### config.mk
export PLATFORM = sky130hd
export DESIGN_NAME = tws_ctrl
export DESIGN_NICKNAME = d
export VERILOG_FILES = /design/src/rtl/core/tws_pkg.sv /design/src/rtl/core/tws_ctrl.sv
export SDC_FILE = /design/constraint.sdc
export NUM_CORES = 1
export LEC_CHECK = 0
export ABC_AREA = 1
export BUFFER_PORTS_ARGS = -buffer_cell sky130_fd_sc_hd__buf_2
export CORE_AREA = 2 2 39 41
export CTS_CLUSTER_DIAMETER = 100
export DETAILED_ROUTE_END_ITERATION = 7
export DIE_AREA = 0 0 41 43
export PLACE_DENSITY_LB_ADDON = 0.3
export SLEW_MARGIN = 5
export SYNTH_ARGS = -nofsm -noshare
export SYNTH_HDL_FRONTEND = slang
export SYNTH_SLANG_ARGS = --single-unit
### constraint.sdc
create_clock -name i_clk -period 1.14 [get_ports i_clk]
set_input_delay 0.228 -clock i_clk [delete_from_list [all_inputs] [get_ports i_clk]]
set_output_delay 0.228 -clock i_clk [all_outputs]
set_load 0.02 [all_outputs]
### src/rtl/core/tws_pkg.sv
// Shared codes and controller/datapath interface types for the trie word store.
package tws_pkg;

    localparam logic [1:0] OP_INSERT = 2'd0;
    localparam logic [1:0] OP_SEARCH = 2'd1;
    localparam logic [1:0] OP_PREFIX = 2'd2;
    localparam logic [1:0] OP_REMOVE = 2'd3;

    localparam logic [1:0] ST_OK      = 2'd0;
    localparam logic [1:0] ST_FULL    = 2'd1;
    localparam logic [1:0] ST_MISSING = 2'd2;

    localparam logic [6:0] LETTER_BASE = 7'd97;

    // controller to datapath
    typedef struct packed {
        logic clr_step;
        logic load;
        logic commit;
    } t_ctl_cmd;

    // datapath to controller
    typedef struct packed {
        logic clr_done;
        logic item_last;
    } t_dp_sts;

endpackage

### src/rtl/core/tws_ctrl.sv
// Sequencer for the trie word store: clearing pass, word load, row update, output valid.
module tws_ctrl (
    input  logic              i_clk,
    input  logic              i_rst_n,
    input  logic              i_in_valid,
    output logic              o_in_ready,
    output logic              o_out_valid,
    input  logic              i_out_ready,
    input  tws_pkg::t_dp_sts  i_sts,
    output tws_pkg::t_ctl_cmd o_cmd
);
    import tws_pkg::*;

    typedef enum logic [1:0] {
        S_CLEAR,
        S_IDLE,
        S_EXEC
    } t_state;

    t_state r_state, n_state;
    logic   r_out_valid, n_out_valid;
    logic   out_free;

    assign out_free     = !r_out_valid || i_out_ready;
    assign o_in_ready   = (r_state == S_IDLE);
    assign o_out_valid  = r_out_valid;

    assign o_cmd.clr_step = (r_state == S_CLEAR);
    assign o_cmd.load     = (r_state == S_IDLE) && i_in_valid;
    // a last word waits here until the output register can take its result
    assign o_cmd.commit   = (r_state == S_EXEC) && (!i_sts.item_last || out_free);

    always_comb begin
        n_state     = r_state;
        n_out_valid = r_out_valid && !i_out_ready;
        case (r_state)
            S_CLEAR: begin
                if (i_sts.clr_done) n_state = S_IDLE;
            end
            S_IDLE: begin
                if (i_in_valid) n_state = S_EXEC;
            end
            S_EXEC: begin
                if (o_cmd.commit) begin
                    n_state = S_IDLE;
                    if (i_sts.item_last) n_out_valid = 1'b1;
                end
            end
            default: n_state = S_CLEAR;
        endcase
    end

    always_ff @(posedge i_clk) begin
        if (!i_rst_n) begin
            r_state     <= S_CLEAR;
            r_out_valid <= 1'b0;
        end else begin
            r_state     <= n_state;
            r_out_valid <= n_out_valid;
        end
    end

endmodule

==> flow_summary_export.csv, run 1 <==
group,metric,value,unit
status,status,"finished with violations",
status,violations,"setup timing",
layout,final_nets,52,
grt,met1_usage,4.15,%
timing,setup_viol,2,
layout,multi_input_area,81.3,um2
power,leakagePower,0.171,nW
route,routed_via_density,3.41,
placed_design,hpwl,322,um
layout,num_antenna_cells,0,
worst_setup_path,r2r_end,"r_state[1]",
worst_setup_path,ff2ff_path_depth,6,
grt,grt_usage,5.61,%
worst_hold_path,hp-start,"i_rst_n",
placed_design,placed_area,245,um2
worst_setup_path,cp.required,0.91,ns
grt,top_usage_layer,"met2",
worst_setup_path,crit_top_cell,"inv_2",
run,cap_violations,0,
route,vias,208,
layout,final_cell_mix,"inv_1 (6), buf_2 (6), nor2_1 (5), nand2_1 (5), buf_4 (4)",
cts,cts_buffer_depth,2,
grt,use_met3,4.71,%
cts,cts_root_buffer,"clkbuf_4",
power,power_density,1210,nW/um2
synth,yosysSeqAreaShare,34.3,%
timing,finalClockSkew,0.00302,ns
route,route.detailed.wl_per_inst,5.97,um
synth,synth_warnings,0,
worst_setup_path,slowest_delay,0.35,ns
layout,syn_to_final_growth,77.1,%
timing,finalCritPeriodShare,102,%
cts,insertion_delay,0.23,ns
layout,stdcell_area,310,um2
floorplanning,die_h,43,um
worst_setup_path,worst-path-max-fanout,4,
synth,ys_ff_latch,3,
route,drtPass1Iterations,1,
worst_setup_path,crit_path_cell_trace,"inv_2 -> nand2_2 -> inv_2 -> nand2_1 -> inv_1 -> buf_6",
layout,regArea,66.3,um2
grt,grt_pass1_vias,183,
cts,clkSinkCount,3,
worst_setup_path,cp_slowest_cell,"dfxtp_2",
route,drt_iter0_markers,0,
worst_hold_path,whs_endpoint,"r_state[0]",
cts,cts_htree_levels,1,
timing,post-route-min-period,1.16,ns
route,routed_wl,364,um
worst_setup_path,crit_start,"r_state[0]",
worst_setup_path,r2r_start,"r_state[1]",
timing,rsz0062_at_grt,"true",
floorplanning,design.die.area,1760,um2
layout,nFillCells,168,
worst_setup_path,cp-start-kind,"flip-flop",
power,worst_ir_drop_vdd,0.000258,V
timing,max_freq,864,MHz
timing,hold_viol,0,
timing,fin_hold_ws,0.236,ns
timing,fin_tns_setup,-0.0251,ns
worst_setup_path,critical_path.endpoint_type,"output port",
grt,grt_start_max_net_pins,5,
placed_design,finalWeightedCongestion,0.608,
grt,met2_usage,7.81,%
route,drc_errors,0,
cts,clk_pin_slew,0.04,ns
floorplanning,start_util,12.7,%
placed_design,io_buffer_count,10,
worst_hold_path,hold_path.class,"in -> reg",
synth,syn_area_per_cell,6.04,um2
route,final_antenna_net_count,0,
synth,synth.distinct_cells,10,
cts,cts_hold_buf,0,
worst_setup_path,crit_arrival,0.93,ns
floorplanning,coreArea,1380,um2
cts,cts_tree,"yes",
grt,overflow,0,
floorplanning,row_count,14,
floorplanning,die_x,41,um
timing,setup_ws,-0.0174,ns
layout,drive_gt1_share,53.3,%
synth,syn-num-nets,35,
timing,drv_slew,0,
worst_setup_path,crit_type,"reg -> out",
cts,cts_buffers,3,
synth,netlist_area,175,um2
worst_setup_path,r2r_slack,0.27,ns
floorplanning,io_pins,11,
grt,antenna_found_initial,0,
worst_hold_path,min_path_cells,3,
synth,synthCells,29,
timing,relSlewSlack,90.4,%
timing,worst_pin_slew,0.143,ns
grt,grt_pass1_wl,572,um
## worst max path at each step
stage                to
3_3_place_gp   o_cmd[0]
2_1_floorplan  o_cmd[0]
5_1_grt        o_cmd[0]
3_5_place_dp   o_cmd[0]
4_1_cts        o_cmd[0]
6_report       o_cmd[0]
## flip-flops by register name (all words and copies together), names as in the netlist
signal,count
r_state,2
o_out_valid,1
## Yosys cell counts (all sizes together)
master | n | area share [%]
nand2 | 7 | 18
nor2 | 6 | 17
inv | 9 | 19
o21ai | 2 | 5.7
dfxtp | 3 | 34
nand3 | 1 | 2.9
a21oi | 1 | 2.9
## where the power goes
part           internal, mW  switching, mW
Clock                 0.131         0.0512
Sequential            0.110        0.00577
Combinational        0.0368         0.0412
## metrics by stage
stage	utilization, %	power, mW	std cells	worst slack [ns]
floorplan	-	0.158	29	0.171
detailed placement	17.7	0.182	55	0.132
global placement	17.7	0.182	55	0.152
global route	22.4	0.409	61	-0.0675
CTS	21.2	0.382	60	-0.0352
finish	22.4	0.376	61	-0.0174
## routing by layer
layer | vias up | routed length [um]
met4 | 0 | 0
met1 | 89 | 131
met3 | 0 | 27
met5 | - | 0
li1 | 115 | -
met2 | 4 | 205
## critical path, delay by kind of cell (launching register included)
family | cells | cell delay [ns]
AND/OR/NAND/NOR | 2 | 0.11
flip-flops | 1 | 0.35
buffers and inverters | 4 | 0.24
## final cells by class
type                       instances  area share, %
tap                               16           6.45
multi-input combinational         17           26.2
timing repair buffer              12           26.6
sequential                         3           21.4
inverter                           9           10.9
clock buffer                       4           8.47
## cells by family (layout without fill, tap and decap cells)
logic type             count (synthesis)  count (layout)  synth area share [%]
DFF                                    3               3                  34.3
AOI/OAI and AO/OA                      3               3                  8.56
and+or+nand+nor                       14              14                  37.9
buffers and inverters                  9              25                  19.3
## timing repair
item | in CTS | in global routing
endpoints found under the setup margin | 3 | 4
buffers inserted | 1 | 1
gates resized for setup | 8 | 5
endpoints found under the hold margin | 0 | 0
pin swaps | 0 | 1
Note: power is estimated with default switching activity, not from simulation.
==> run 2, diff against run 1 <==
Settings changed: CELL_PAD_IN_SITES_DETAIL_PLACEMENT from default to 1, CELL_PAD_IN_SITES_GLOBAL_PLACEMENT from default to 1.
==> flow_summary_export.csv, run 2 (synthesis gave the netlist of run 1 again) <==
group,metric,value,unit
layout,num_antenna_cells,0,
timing,fin_hold_ws,0.239,ns
cts,cts_root_buffer,"clkbuf_4",
cts,clk_pin_slew,0.04,ns
timing,drv_slew,0,
placed_design,hpwl,341,um
worst_setup_path,worst-path-max-fanout,4,
timing,rsz0062_at_grt,"true",
cts,cts_buffers,3,
worst_setup_path,r2r_slack,0.18,ns
worst_setup_path,crit_path_cell_trace,"inv_1 -> nand2_2 -> nor2_4 -> buf_6",
status,violations,"setup timing",
timing,hold_viol,0,
grt,grt_pass1_vias,192,
timing,finalCritPeriodShare,103,%
worst_setup_path,r2r_end,"o_out_valid",
cts,insertion_delay,0.23,ns
route,final_antenna_net_count,0,
run,cap_violations,0,
grt,overflow,0,
route,drtPass1Iterations,2,
route,route.detailed.wl_per_inst,7.52,um
worst_setup_path,ff2ff_path_depth,7,
floorplanning,die_h,43,um
worst_setup_path,crit_type,"reg -> out",
layout,regMostFlops,"r_state",
worst_setup_path,crit_arrival,0.94,ns
placed_design,place_ws,0.123,ns
placed_design,io_buffer_count,10,
floorplanning,io_pins,11,
timing,finalClockSkew,0.00295,ns
worst_setup_path,critical_path.endpoint_type,"output port",
layout,final_nets,53,
layout,largest_register_ffs,2,
route,drt_iter0_markers,1,
worst_setup_path,crit_start,"r_state[1]",
power,power_density,1180,nW/um2
floorplanning,die_x,41,um
grt,antenna_found_initial,0,
power,leakagePower,0.175,nW
power,worst_ir_drop_vdd,0.000464,V
timing,max_freq,853,MHz
timing,worst_pin_slew,0.136,ns
power,power,0.390,mW
timing,setup_ws,-0.0326,ns
worst_setup_path,r2r_start,"r_state[0]",
floorplanning,coreArea,1380,um2
floorplanning,row_count,14,
placed_design,finalWeightedCongestion,0.584,
timing,post-route-min-period,1.17,ns
worst_setup_path,cp_slowest_cell,"dfxtp_4",
grt,grt_usage,6.43,%
cts,clkSinkCount,3,
route,routed_via_density,3.52,
grt,grt_start_max_net_pins,5,
worst_setup_path,cp-start-kind,"flip-flop",
route,vias,218,
layout,final_common_cell,"buf_2",
timing,setup_viol,2,
route,routed_wl,466,um
route,drc_errors,0,
cts,cts_hold_buf,0,
grt,grt_pass1_wl,724,um
cts,cts_htree_levels,1,
layout,drive_gt1_share,60.9,%
worst_setup_path,cp.required,0.91,ns
floorplanning,design.die.area,1760,um2
worst_setup_path,slowest_delay,0.34,ns
status,status,"finished with violations",
floorplanning,start_util,12.7,%
layout,syn_to_final_growth,89.3,%
worst_setup_path,crit_end,"o_cmd[1]",
layout,final_cell_mix,"buf_2 (6), inv_1 (5), nor2_1 (5)",
cts,cts_tree,"yes",
timing,relSlewSlack,90.9,%
worst_hold_path,hold_path.class,"in -> reg",
cts,cts_buffer_depth,2,
worst_hold_path,min_path_cells,3,
==> run 2: routing by layer <==
| layer | share of wire, % | track usage (%) | wire length, um |
|---|---|---|---|
| met5 | 0 | 0 | 0 |
| met4 | 0 | 2.00 | 0 |
| met3 | 17 | 6.81 | 78 |
| met2 | 41 | 7.50 | 190 |
| met1 | 42 | 7.72 | 197 |
==> run 2: per-stage QoR <==
| stage | setup TNS (ns) | instance area (um2) | cells | util [%] |
|---|---|---|---|---|
| after floorplan | 0 | 175 | 29 | - |
| after global placement | 0 | 245 | 55 | 17.7 |
| after detailed placement | 0 | 245 | 55 | 17.7 |
| after CTS | -0.0630 | 300 | 60 | 21.7 |
| after global routing | -0.183 | 332 | 62 | 24.0 |
| final | -0.0652 | 332 | 62 | 24.0 |
==> run 2: worst min path at each step <==
stage	endpoint	startpoint
after floorplan	r_state[0]	i_rst_n
after global placement	o_out_valid	o_out_valid
after detailed placement	o_out_valid	o_out_valid
after CTS	r_state[0]	i_rst_n
after global routing	r_state[0]	i_rst_n
final	r_state[0]	i_rst_n
==> run 2: critical path, delay by kind of cell (launching register included) <==
| kind | cells | cell delay [ns] |
|---|---|---|
| buffers and inverters | 2 | 0.18 |
| and+or+nand+nor | 2 | 0.19 |
| DFF | 1 | 0.34 |
==> run 2: what timing repair did <==
item | 4_1_cts | 5_1_grt
setup buffers | 1 | 2
setup endpoints to repair | 3 | 3
gates resized for setup | 10 | 8
pin swaps | 0 | 2
==> run 2: cell type report <==
class                   count  area [um2]
clock buffers               4        26.3
fillers                   177        1050
inverters                   9        33.8
multi-input cells          17        88.8
flip-flops and latches      3        68.8
well taps                  16        20.0
repair buffers             13        93.8
==> run 2: report_power, final <==
part	internal, mW	total, mW	switching (mW)
sequential	0.110	0.115	0.00580
combinational	0.0406	0.0845	0.0439
clock	0.131	0.190	0.0589
total	0.282	0.390	0.109
